## src/design/obb_pkg.sv

```systemverilog
// ----------------------------------------------------------------------------
// obb_pkg: shared types, widths and the sine table builder
// Holds the fixed coordinate widths of the oriented rectangle overlap test,
// the stage enable group and the quarter-wave sine generator.
// ----------------------------------------------------------------------------
package obb_pkg;

   // Rotated corner coordinate, edge/normal component and dot product widths.
   localparam int COORD_W = 18;
   localparam int EDGE_W  = 19;
   localparam int PROD_W  = COORD_W + EDGE_W;
   localparam int DOT_W   = PROD_W + 1;
   localparam int NUM_CORNERS = 4;
   localparam int NUM_AXES    = 8;

   typedef logic signed [COORD_W-1:0] coord_type;
   typedef logic signed [EDGE_W-1:0]  edge_type;
   typedef logic signed [DOT_W-1:0]   dot_type;

   // The four corners of one rectangle.
   typedef struct packed {
      coord_type [NUM_CORNERS-1:0] x;
      coord_type [NUM_CORNERS-1:0] y;
   } quad_type;

   // Load enables of the pipeline stages held in the sub-modules.
   typedef struct packed {
      logic s2;
      logic s3;
      logic s5;
      logic s6;
      logic s7;
      logic s8;
   } stage_en_type;

   // round(sin(n deg) * 2^tfb) for n in 0..90, evaluated at elaboration
   // with a Taylor series on a Q30 angle.
   function automatic longint unsigned quarter_sin(input int unsigned n,
                                                   input int unsigned tfb);
      longint unsigned x;
      longint unsigned x2;
      longint unsigned term;
      longint unsigned sum;
      longint unsigned r;
      x    = (64'(n) * 64'd3373259426 + 64'd90) / 64'd180;
      x2   = (x * x) >> 30;
      term = x;
      sum  = x;
      term = ((term * x2) >> 30) / 64'd6;   sum = sum - term;
      term = ((term * x2) >> 30) / 64'd20;  sum = sum + term;
      term = ((term * x2) >> 30) / 64'd42;  sum = sum - term;
      term = ((term * x2) >> 30) / 64'd72;  sum = sum + term;
      term = ((term * x2) >> 30) / 64'd110; sum = sum - term;
      term = ((term * x2) >> 30) / 64'd156; sum = sum + term;
      term = ((term * x2) >> 30) / 64'd210; sum = sum - term;
      term = ((term * x2) >> 30) / 64'd272; sum = sum + term;
      r = (sum + (64'd1 << (29 - tfb))) >> (30 - tfb);
      if (r > (64'd1 << tfb)) begin
         r = 64'd1 << tfb;
      end
      return r;
   endfunction

endpackage

```

## src/design/obb_trig.sv

```systemverilog
// ----------------------------------------------------------------------------
// obb_trig: sine and cosine of a whole-degree angle
// Reduces the angle into one turn, folds it into the first quadrant and
// reads the quarter-wave table; cosine is the sine ninety degrees on.
// ----------------------------------------------------------------------------
module obb_trig #(
   parameter int TRIG_FRAC_BITS = 14
) (
   input  logic [8:0]                  deg,
   output logic signed [TRIG_FRAC_BITS+1:0] sin_val,
   output logic signed [TRIG_FRAC_BITS+1:0] cos_val
);
   import obb_pkg::*;

   localparam int QW = TRIG_FRAC_BITS + 1;
   localparam int TW = TRIG_FRAC_BITS + 2;

   typedef struct packed {
      logic       neg;
      logic [6:0] idx;
   } fold_type;

   logic [QW-1:0] qsin [0:90];

   for (genvar g = 0; g <= 90; g++) begin : g_tab
      assign qsin[g] = QW'(quarter_sin(g, TRIG_FRAC_BITS));
   end

   function automatic fold_type fold(input logic [9:0] d);
      fold_type f;
      if (d <= 10'd90) begin
         f.neg = 1'b0;
         f.idx = 7'(d);
      end else if (d <= 10'd180) begin
         f.neg = 1'b0;
         f.idx = 7'(10'd180 - d);
      end else if (d <= 10'd270) begin
         f.neg = 1'b1;
         f.idx = 7'(d - 10'd180);
      end else begin
         f.neg = 1'b1;
         f.idx = 7'(10'd360 - d);
      end
      return f;
   endfunction

   logic [9:0]      d_red;
   logic [9:0]      d_cos;
   fold_type        fs;
   fold_type        fc;
   logic [TW-1:0]   qs;
   logic [TW-1:0]   qc;

   always_comb begin
      d_red = (deg >= 9'd360) ? 10'(deg - 9'd360) : 10'(deg);
      d_cos = d_red + 10'd90;
      if (d_cos >= 10'd360) begin
         d_cos = d_cos - 10'd360;
      end
      fs = fold(d_red);
      fc = fold(d_cos);
      qs = TW'(qsin[fs.idx]);
      qc = TW'(qsin[fc.idx]);
      sin_val = fs.neg ? -$signed(qs) : $signed(qs);
      cos_val = fc.neg ? -$signed(qc) : $signed(qc);
   end

endmodule

```

## config.mk

```make
export PLATFORM = sky130hd
export DESIGN_NAME = obb_trig
export DESIGN_NICKNAME = d
export VERILOG_FILES = /design/src/design/obb_pkg.sv /design/src/design/obb_trig.sv
export SDC_FILE = /design/constraint.sdc
export NUM_CORES = 1
export LEC_CHECK = 0
export ABC_CLOCK_PERIOD_IN_PS = 7610
export BUFFER_PORTS_ARGS = -buffer_cell sky130_fd_sc_hd__buf_2
export CAP_MARGIN = 10
export CORE_MARGIN = 2
export CORE_UTILIZATION = 45
export DETAILED_ROUTE_END_ITERATION = 16
export SLEW_MARGIN = 20
export SYNTH_ARGS = -nofsm -noshare
export SYNTH_HDL_FRONTEND = slang
export SYNTH_SLANG_ARGS = --single-unit
```

## constraint.sdc

```tcl
create_clock -name vclk -period 7.61
set_clock_uncertainty 0.15 [all_clocks]
set_input_delay 0.3805 -clock vclk [all_inputs]
set_output_delay 0.3805 -clock vclk [all_outputs]
set_load 0.01 [all_outputs]
```

==> flow_summary.ini <==
[run_status]
status = complete, no violations

[die]
core_um2 = 14600
die_width_um = 126
start_util_pct = 46.1
die-height_um = 126
ios = 41
die_area_um2 = 15900
std_cell_rows = 44

[routing]
first_iter_violations = 1332
via_per_inst = 6.90
wl_per_cell_um = 20.3
vias = 8610
final_antenna_net_count = 0
drc = 0
drt_pass1_iterations = 6
wirelength_um = 25400

[timing]
slew_headroom_pct = 31.9
slew_violations = 0
layout_min_cycle_time_ns = 7.29
worst_pin_slew_ns = 1.02
setup_violations = 0
fin_crit_sh_pct = 95.8
hold_violations = 0
holdWs_ns = 1.72
max_freq_ghz = 0.137

[job]
max_cap_violations = 0

[critical_path]
worstSetupPathType = primary input to output port
slowest_delay_ns = 0.54
crit_path_start_kind = primary input
cp_common_cell = a211oi_2
cp_max_fo = 8
cp.required_ns = 7.08
slowest_stage = nor2_1
crit_arrival_ns = 6.76
end_kind = output port

[synth]
seq_area_frac_synth_pct = 0
syn_avg_cell_area_um2 = 6.55
synth_area_um2 = 6730
synthCells = 1027
synth_warnings = 0
syn_nets = 1078
ys_types = 100

[grt]
antenna_found_initial = 0
grt_pass1_vias = 7697
grt_overflow = 0
grt_use_total_pct = 29.6
grt_pass1_wl_um = 40400
grt_max_degree = 41

[final_layout]
nFillCells = 1487
layout-drive-gt1-share_pct = 20.7
nNetsFinal = 1117
multi_input_area_um2 = 6390
synthToLayoutAreaGrowth_pct = 12.9
clock_buffers = 0
flops_and_latches = 0
ff_latch_area_um2 = 0
insertedDiodeCount = 0

[pwr]
p_total_mw = 3.01
p_leak_nw = 2.95
ir_worst_vdd_mv = 0.520
p_per_area_nw_per_um2 = 397

[placed_design]
gp_congestion = 0.992
hpwlAfterDp_um = 18200
portBuffers = 41

[worst_hold_path]
hp-class = primary input to output port
==> layout by cell type (no fill, tap or decap), types with 12 or more instances in the layout <==
cell	instances
xnor2_1	24
ha_1	39
a21oi_1	67
nand3_1	33
buf_4	79
a21o_1	13
a31oi_1	24
o22ai_1	13
xor2_1	13
nand2_1	108
inv_1	31
o31ai_1	12
o21ai_0	70
buf_2	41
o211ai_1	25
a211oi_1	21
o21ai_1	12
nor3_1	30
mux2i_1	20
nor2_1	93
==> final cells by class <==
class | instances | share of cell area (%)
Inverter | 35 | 1.85
Multi-Input combinational cell | 906 | 84.2
Tap cell | 184 | 3.03
Timing Repair Buffer | 123 | 11.0
==> power breakdown <==
part / internal, mW / switching (mW) / total, mW
logic: 1.16 / 1.86 / 3.01
registers: 0 / 0 / 0
clock network: 0 / 0 / 0
total: 1.16 / 1.86 / 3.01
==> metrics by stage <==
stage	instances	TNS (ns)	area, um2	setup slack, ns	util, %
after floorplan	1027	0	6730	0.000586	-
after global placement	1234	0	7330	0.246	50.3
after detailed placement	1234	0	7330	0.100	50.3
after CTS	1234	0	7330	0.0376	50.3
after global routing	1248	-0.107	7590	-0.0439	52.0
final	1248	0	7590	0.321	52.0
==> synth_stat cells, types with 9 or more instances <==
master / instances / area (um2)
a211oi_1: 26 / 195
a21o_1: 13 / 97.6
a21oi_1: 71 / 355
a221o_1: 9 / 90.1
a221oi_1: 13 / 114
a22oi_1: 11 / 82.6
a31oi_1: 25 / 156
and2_1: 10 / 62.6
buf_2: 20 / 100
clkbuf_1: 50 / 188
ha_1: 41 / 513
inv_1: 32 / 120
mux2i_1: 21 / 210
mux4_2: 9 / 203
nand2_1: 109 / 409
nand3_1: 35 / 175
nand4_1: 10 / 62.6
nor2_1: 94 / 353
nor2b_1: 10 / 62.6
nor3_1: 30 / 150
o211ai_1: 25 / 188
o21ai_0: 71 / 355
o21ai_1: 13 / 65.1
o22ai_1: 13 / 81.3
o31ai_1: 12 / 90.1
xnor2_1: 29 / 254
xor2_1: 13 / 114
==> metal layers <==
metal  GRT usage [%]  vias up  wire length (um)
met1            42.4     3933             11000
met4            9.11        0               853
met5               0        -                 0
li1                -     4045                 -
met3            4.12       87              2530
met2            46.0      545             11000
==> what timing repair did <==
action,4_1_cts,5_1_grt
endpoints found under the setup margin,0,15
buffers inserted,0,12
resized for setup,0,37
hold buffers,0,0
==> path summary, 6_finish.rpt <==
| kind | to | cells after the start | from |
|---|---|---|---|
| worst max-delay path | cos_val[14] | 31 | deg[5] |
| worst min-delay path | cos_val[2] | 7 | deg[0] |
==> critical path, delay by kind of cell <==
kind                     cells  cell delay, ns
AO/OA/AOI/OAI               12            2.05
buffers and inverters        4            0.57
adder cells (fa/ha/maj)      3            0.68
XOR/XNOR                     1            0.22
AND/OR/NAND/NOR             11            2.84
==> logic make-up (layout without fill, tap and decap cells) <==
logic type	count (synthesis)	after routing	share of synthesized area, %
and+or+nand+nor	358	360	25.7
buffers and inverters	123	158	8.02
adders and majority gates	42	42	7.92
AOI/OAI and AO/OA	424	424	45.3
xor gates and xnor gates	43	43	5.71
muxes	37	37	7.35
Note: power is estimated with default switching activity, not from simulation.
