===== src/design/obb_pkg.sv =====
// ----------------------------------------------------------------------------
// obb_pkg: shared types, widths and the sine table builder
// Holds the fixed coordinate widths of the oriented rectangle overlap test,
// the stage enable group and the quarter-wave sine generator.
// ----------------------------------------------------------------------------
package obb_pkg;

   // Rotated corner coordinate, edge/normal component and dot product widths.
   localparam int COORD_W = 18;
   localparam int EDGE_W  = 19;
   localparam int PROD_W  = COORD_W + EDGE_W;
   localparam int DOT_W   = PROD_W + 1;
   localparam int NUM_CORNERS = 4;
   localparam int NUM_AXES    = 8;

   typedef logic signed [COORD_W-1:0] coord_type;
   typedef logic signed [EDGE_W-1:0]  edge_type;
   typedef logic signed [DOT_W-1:0]   dot_type;

   // The four corners of one rectangle.
   typedef struct packed {
      coord_type [NUM_CORNERS-1:0] x;
      coord_type [NUM_CORNERS-1:0] y;
   } quad_type;

   // Load enables of the pipeline stages held in the sub-modules.
   typedef struct packed {
      logic s2;
      logic s3;
      logic s5;
      logic s6;
      logic s7;
      logic s8;
   } stage_en_type;

   // round(sin(n deg) * 2^tfb) for n in 0..90, evaluated at elaboration
   // with a Taylor series on a Q30 angle.
   function automatic longint unsigned quarter_sin(input int unsigned n,
                                                   input int unsigned tfb);
      longint unsigned x;
      longint unsigned x2;
      longint unsigned term;
      longint unsigned sum;
      longint unsigned r;
      x    = (64'(n) * 64'd3373259426 + 64'd90) / 64'd180;
      x2   = (x * x) >> 30;
      term = x;
      sum  = x;
      term = ((term * x2) >> 30) / 64'd6;   sum = sum - term;
      term = ((term * x2) >> 30) / 64'd20;  sum = sum + term;
      term = ((term * x2) >> 30) / 64'd42;  sum = sum - term;
      term = ((term * x2) >> 30) / 64'd72;  sum = sum + term;
      term = ((term * x2) >> 30) / 64'd110; sum = sum - term;
      term = ((term * x2) >> 30) / 64'd156; sum = sum + term;
      term = ((term * x2) >> 30) / 64'd210; sum = sum - term;
      term = ((term * x2) >> 30) / 64'd272; sum = sum + term;
      r = (sum + (64'd1 << (29 - tfb))) >> (30 - tfb);
      if (r > (64'd1 << tfb)) begin
         r = 64'd1 << tfb;
      end
      return r;
   endfunction

endpackage


===== src/design/obb_corners.sv =====
// ----------------------------------------------------------------------------
// obb_corners: rotated corners of one rectangle
// Two stages: the four size-by-trig products, then the rounded offsets
// added to the corner position.
// ----------------------------------------------------------------------------
module obb_corners #(
   parameter int TRIG_FRAC_BITS = 14
) (
   input  logic                             clock,
   input  obb_pkg::stage_en_type            en,
   input  logic signed [15:0]               px,
   input  logic signed [15:0]               py,
   input  logic [14:0]                      w,
   input  logic [14:0]                      h,
   input  logic signed [TRIG_FRAC_BITS+1:0] s,
   input  logic signed [TRIG_FRAC_BITS+1:0] c,
   output obb_pkg::quad_type                corners
);
   import obb_pkg::*;

   localparam int PW = TRIG_FRAC_BITS + 18;
   localparam int SW = PW + 1;
   localparam logic signed [SW-1:0] HALF = SW'(1) <<< (TRIG_FRAC_BITS - 1);

   logic signed [PW-1:0] cw_ff, sw_ff, ch_ff, sh_ff;
   logic signed [15:0]   px_ff, py_ff;
   quad_type             corners_ff;

   // Round half up: floor((v + half) / 2^T).
   function automatic coord_type descale(input logic signed [SW-1:0] v);
      logic signed [SW-1:0] t;
      t = (v + HALF) >>> TRIG_FRAC_BITS;
      return COORD_W'(t);
   endfunction

   always_ff @(posedge clock) begin
      if (en.s2) begin
         cw_ff <= PW'(c * $signed({1'b0, w}));
         sw_ff <= PW'(s * $signed({1'b0, w}));
         ch_ff <= PW'(c * $signed({1'b0, h}));
         sh_ff <= PW'(s * $signed({1'b0, h}));
         px_ff <= px;
         py_ff <= py;
      end
   end

   logic signed [SW-1:0] ox [NUM_CORNERS];
   logic signed [SW-1:0] oy [NUM_CORNERS];
   quad_type             corners_in;

   always_comb begin
      ox[0] = '0;
      oy[0] = '0;
      ox[1] = SW'(cw_ff);
      oy[1] = SW'(sw_ff);
      ox[2] = SW'(cw_ff) - SW'(sh_ff);
      oy[2] = SW'(sw_ff) + SW'(ch_ff);
      ox[3] = -SW'(sh_ff);
      oy[3] = SW'(ch_ff);
      for (int i = 0; i < NUM_CORNERS; i++) begin
         corners_in.x[i] = COORD_W'(px_ff) + descale(ox[i]);
         corners_in.y[i] = COORD_W'(py_ff) + descale(oy[i]);
      end
   end

   always_ff @(posedge clock) begin
      if (en.s3) begin
         corners_ff <= corners_in;
      end
   end

   assign corners = corners_ff;

endmodule


===== config.mk =====
export PLATFORM = sky130hd
export DESIGN_NAME = obb_corners
export DESIGN_NICKNAME = d
export VERILOG_FILES = /design/src/design/obb_pkg.sv /design/src/design/obb_corners.sv
export SDC_FILE = /design/constraint.sdc
export NUM_CORES = 2
export LEC_CHECK = 0
export BUFFER_PORTS_ARGS = -buffer_cell sky130_fd_sc_hd__buf_4
export CAP_MARGIN = 25
export CORE_ASPECT_RATIO = 0.8
export CORE_UTILIZATION = 53
export DETAILED_ROUTE_END_ITERATION = 8
export GPL_ROUTABILITY_DRIVEN = 0
export PLACE_DENSITY = 0.7
export REMOVE_ABC_BUFFERS = 1
export SYNTH_ARGS = -nofsm -noshare
export SYNTH_HDL_FRONTEND = slang
export SYNTH_SLANG_ARGS = --single-unit

===== constraint.sdc =====
create_clock -name clock -period 16.8 [get_ports clock]
set_input_delay 1.68 -clock clock [delete_from_list [all_inputs] [get_ports clock]]
set_output_delay 1.68 -clock clock [all_outputs]
set_load 0.01 [all_outputs]

==> impl_metrics.env <==
export IMPL_place_area_um2=57100
export IMPL_rr_startpoint="ch_ff[13]"
export IMPL_yosysWarningCount=0
export IMPL_num_nets_final=7235
export IMPL_cells_along_the_critical_path="buf_4, nand2_1, fa_1, fa_1, fa_1, fa_1, inv_1, fa_1, inv_1, fa_1, inv_1, ha_1, a211oi_1, o21bai_1, a2111oi_0, o31ai_1, a221oi_2, o21ai_0, a21oi_1, o21bai_1, a21oi_1, xnor2_1"
export IMPL_detail_placement_hpwl_mm=100
export IMPL_rsz0062_at_grt="false"
export IMPL_min_from="py_ff[12]"
export IMPL_timing_setup_tns_ns=0
export IMPL_first_global_vias=39700
export IMPL_detail_route_iter0_violations=2367
export IMPL_post_cts_gate_resize_count=0
export IMPL_critical_path_data_arrival_time_ns=8.54
export IMPL_post_synth_top_area_share_pct=36.5
export IMPL_clkSinkCount=300
export IMPL_routed_via_count=37200
export IMPL_num_rows=104
export IMPL_final_min_period_over_clock_period_pct=48.9
export IMPL_hold_path_class="flip-flop to flip-flop"
export IMPL_worst_hold_path_endpoint="corners[12]"
export IMPL_period_needed_ns=8.22
export IMPL_max_clock_freq_ghz=0.122
export IMPL_fin_cells=6945
export IMPL_ranking_of_synthesized_cells_by_area="fa_1, edfxtp_1, ha_1"
export IMPL_slew_viol_final=0
export IMPL_multi_input_area_um2=40100
export IMPL_path_class="input pin to flip-flop"
export IMPL_crit_path_end_kind="flip-flop"
export IMPL_die_width_um=360
export IMPL_worst_skew_pair_late_latency_ns=0.57
export IMPL_synth_edf_count=300
export IMPL_ff_latch_area_um2=9010
export IMPL_slew_headroom_pct=31.8
export IMPL_path_common_cell="fa_1"
export IMPL_die_area_um2=104000
export IMPL_tritoncts_num_buffers=38
export IMPL_clock_root_buffer="clkbuf_16"
export IMPL_synth_main_ff_cell="edfxtp_1"
export IMPL_gate_count_after_technology_mapping=5500
export IMPL_yosys_area_top_type="fa_1"
export IMPL_die_y_extent_um=288
export IMPL_status="finished clean"
export IMPL_timing_critical_path_fanout_max=30
export IMPL_nFillCells=8648
export IMPL_viasPerCell=5.36
export IMPL_post_route_cell_area_um2=58300
export IMPL_final_hold_viol_count=0
export IMPL_floorplan_core_area_um2=101000
export IMPL_remaining_drc_errors=0
export IMPL_number_of_distinct_standard_cells_referenced_by_the_synthesized_netlist=68
export IMPL_drtAntennaViolNets=0
export IMPL_critical_path_max_stage_delay_ns=0.66
export IMPL_synth_async_sr_flop_share_pct=0
export IMPL_track_usage_pct=25.5
export IMPL_critical_path_slowest_cell="a2111oi_0"
export IMPL_timing_hold_worst_path_depth=0
export IMPL_initial_core_util_pct=53.7
export IMPL_drive_gt1_share_pct=5.84
export IMPL_clk_pin_slew_worst_paths_ns=0.06
export IMPL_tightestPinTransition_ns=1.02
export IMPL_worstSetupStartpointType="input pin"
export IMPL_avgSynthCellArea_um2=9.87
export IMPL_grt_first_pass_wirelength_mm=209
export IMPL_tritoncts="done"
export IMPL_initial_antenna_violation_count=12
export IMPL_place_detailed_instances=6878
export IMPL_io_buffer_count=240
export IMPL_synth_seq_cells=300
export IMPL_ctsHtreeMaxLevel=2
export IMPL_finClkSkew_ns=0.0143
export IMPL_totalWireLength_mm=128
export IMPL_boundaryPins=245
export IMPL_ff2ff_path_depth=23
export IMPL_max_capacitance_violation_count=0
export IMPL_globalRoute_totalOverflow=0
export IMPL_area_growth_pct=7.38
export IMPL_register_to_register_setup_slack_ns=10.50
export IMPL_cts_max_path_buffers=3
export IMPL_report_final_setup_viol=0
export IMPL_grt_start_max_net_pins=72
export IMPL_setup_fix_buffers_added_after_clock_tree_synthesis=0
export IMPL_required_ns=17.12
export IMPL_cts_hold_buffers_added=0
export IMPL_synth_yosys_seq_area_share_pct=16.6
export IMPL_drt_pass1_iterations=6
export IMPL_wl_per_cell_um=18.4
export IMPL_timing_rr_end="corners[53]"
export IMPL_synth_cell_area_um2=54300
synth_stat cells (6+ instances only):
library cell / count
a211oi_1: 18
and2_1: 493
and3_1: 28
clkbuf_1: 186
o2111ai_1: 7
nor2_1: 137
nor3_1: 39
or2_2: 7
a21o_1: 70
fa_1: 990
a31o_2: 7
xor2_1: 82
xnor2_1: 244
edfxtp_1: 300
o31ai_1: 7
o211ai_1: 10
nand3_1: 55
o41ai_1: 6
a31oi_1: 6
or3_1: 9
inv_1: 1197
a211o_1: 13
nor2b_1: 26
o21a_1: 25
nand2_1: 564
a21boi_0: 6
a21oi_1: 177
nand4_1: 21
ha_1: 551
o21ai_0: 89
o21bai_1: 33
nand2b_1: 27
cell type report:
class	instances	share of cell area, %
inverters	1197	7.71
flip-flops and latches	300	15.4
diodes	1	0.00429
clock inverters	25	0.438
well taps	1325	2.84
repair buffers	244	3.15
clock buffers	41	1.69
multi-input cells	3812	68.7
through the flow:
stage	hold slack, ns	worst slack, ns	utilization (%)
2_1_floorplan	0.493	9.19	-
3_3_place_gp	0.543	8.03	56.4
3_5_place_dp	0.550	7.95	56.4
4_1_cts	0.570	8.54	57.7
5_1_grt	0.569	8.27	57.7
6_report	0.554	8.58	57.7
worst max-delay path by stage:
stage,from,to,slack [ns],cells after the start
finish,s[10],sw_ff[30],8.58,22
global route,s[10],sw_ff[30],8.27,22
CTS,s[10],sw_ff[30],8.54,22
detailed placement,s[10],sw_ff[30],7.95,22
global placement,s[10],sw_ff[30],8.03,22
floorplan,s[7],sw_ff[30],9.19,22
kinds of logic after synthesis:
| group | count (synthesis) | share of synthesized area [%] |
|---|---|---|
| buf+inv | 1388 | 9.62 |
| xor+xnor | 327 | 5.30 |
| flops | 300 | 16.6 |
| simple gates | 1432 | 13.2 |
| fa+ha+maj | 1541 | 49.2 |
| compound gates | 512 | 6.05 |
placed cells by master, fill, tap and decap left out, drive strengths merged, types with 7 or more instances in the layout:
master and n:
a211oi 18, and2 493, a21o 70, a31o 7
nor2b 26, or3 9, nand2b 27, edfxtp 300
nand2 564, o21ai 89, o2111ai 7, a211o 13
ha 551, xnor2 244, clkbuf 41, o31ai 7
nand4 23, nor3 40, o21bai 33, or2 7
inv 1201, xor2 82, o21a 25, and3 28
fa 990, nor4 9, o211ai 10, buf 244
nand3 55, a21oi 177, clkinv 15, nor2 137
sequential cells by signal, indices dropped and copies added (netlist names):
| signal | flops |
|---|---|
| ch_ff | 32 |
| corners | 140 |
| cw_ff | 32 |
| px_ff | 16 |
| py_ff | 16 |
| sh_ff | 32 |
| sw_ff | 32 |
layer usage:
| metal | share of wire, % | wire length [µm] | vias to the layer above | global-route usage, % |
|---|---|---|---|---|
| li1 | - | - | 17100 | - |
| met1 | 42 | 54300 | 18700 | 33.8 |
| met2 | 47 | 60600 | 1157 | 43.5 |
| met3 | 7.5 | 9600 | 207 | 4.09 |
| met4 | 2.7 | 3480 | 10 | 6.98 |
| met5 | 0.051 | 65 | - | 0 |
critical path, delay by kind of cell:
kind | cells | cell delay (ns)
adder cells (fa/ha/maj) | 7 | 3.42
AO/OA/AOI/OAI | 9 | 2.60
XOR/XNOR | 1 | 0.08
AND/OR/NAND/NOR | 1 | 0.18
buffers and inverters | 4 | 0.54
Power is not shown: default switching activity piles up to over one toggle a cycle in this logic, so the estimate is an artifact.
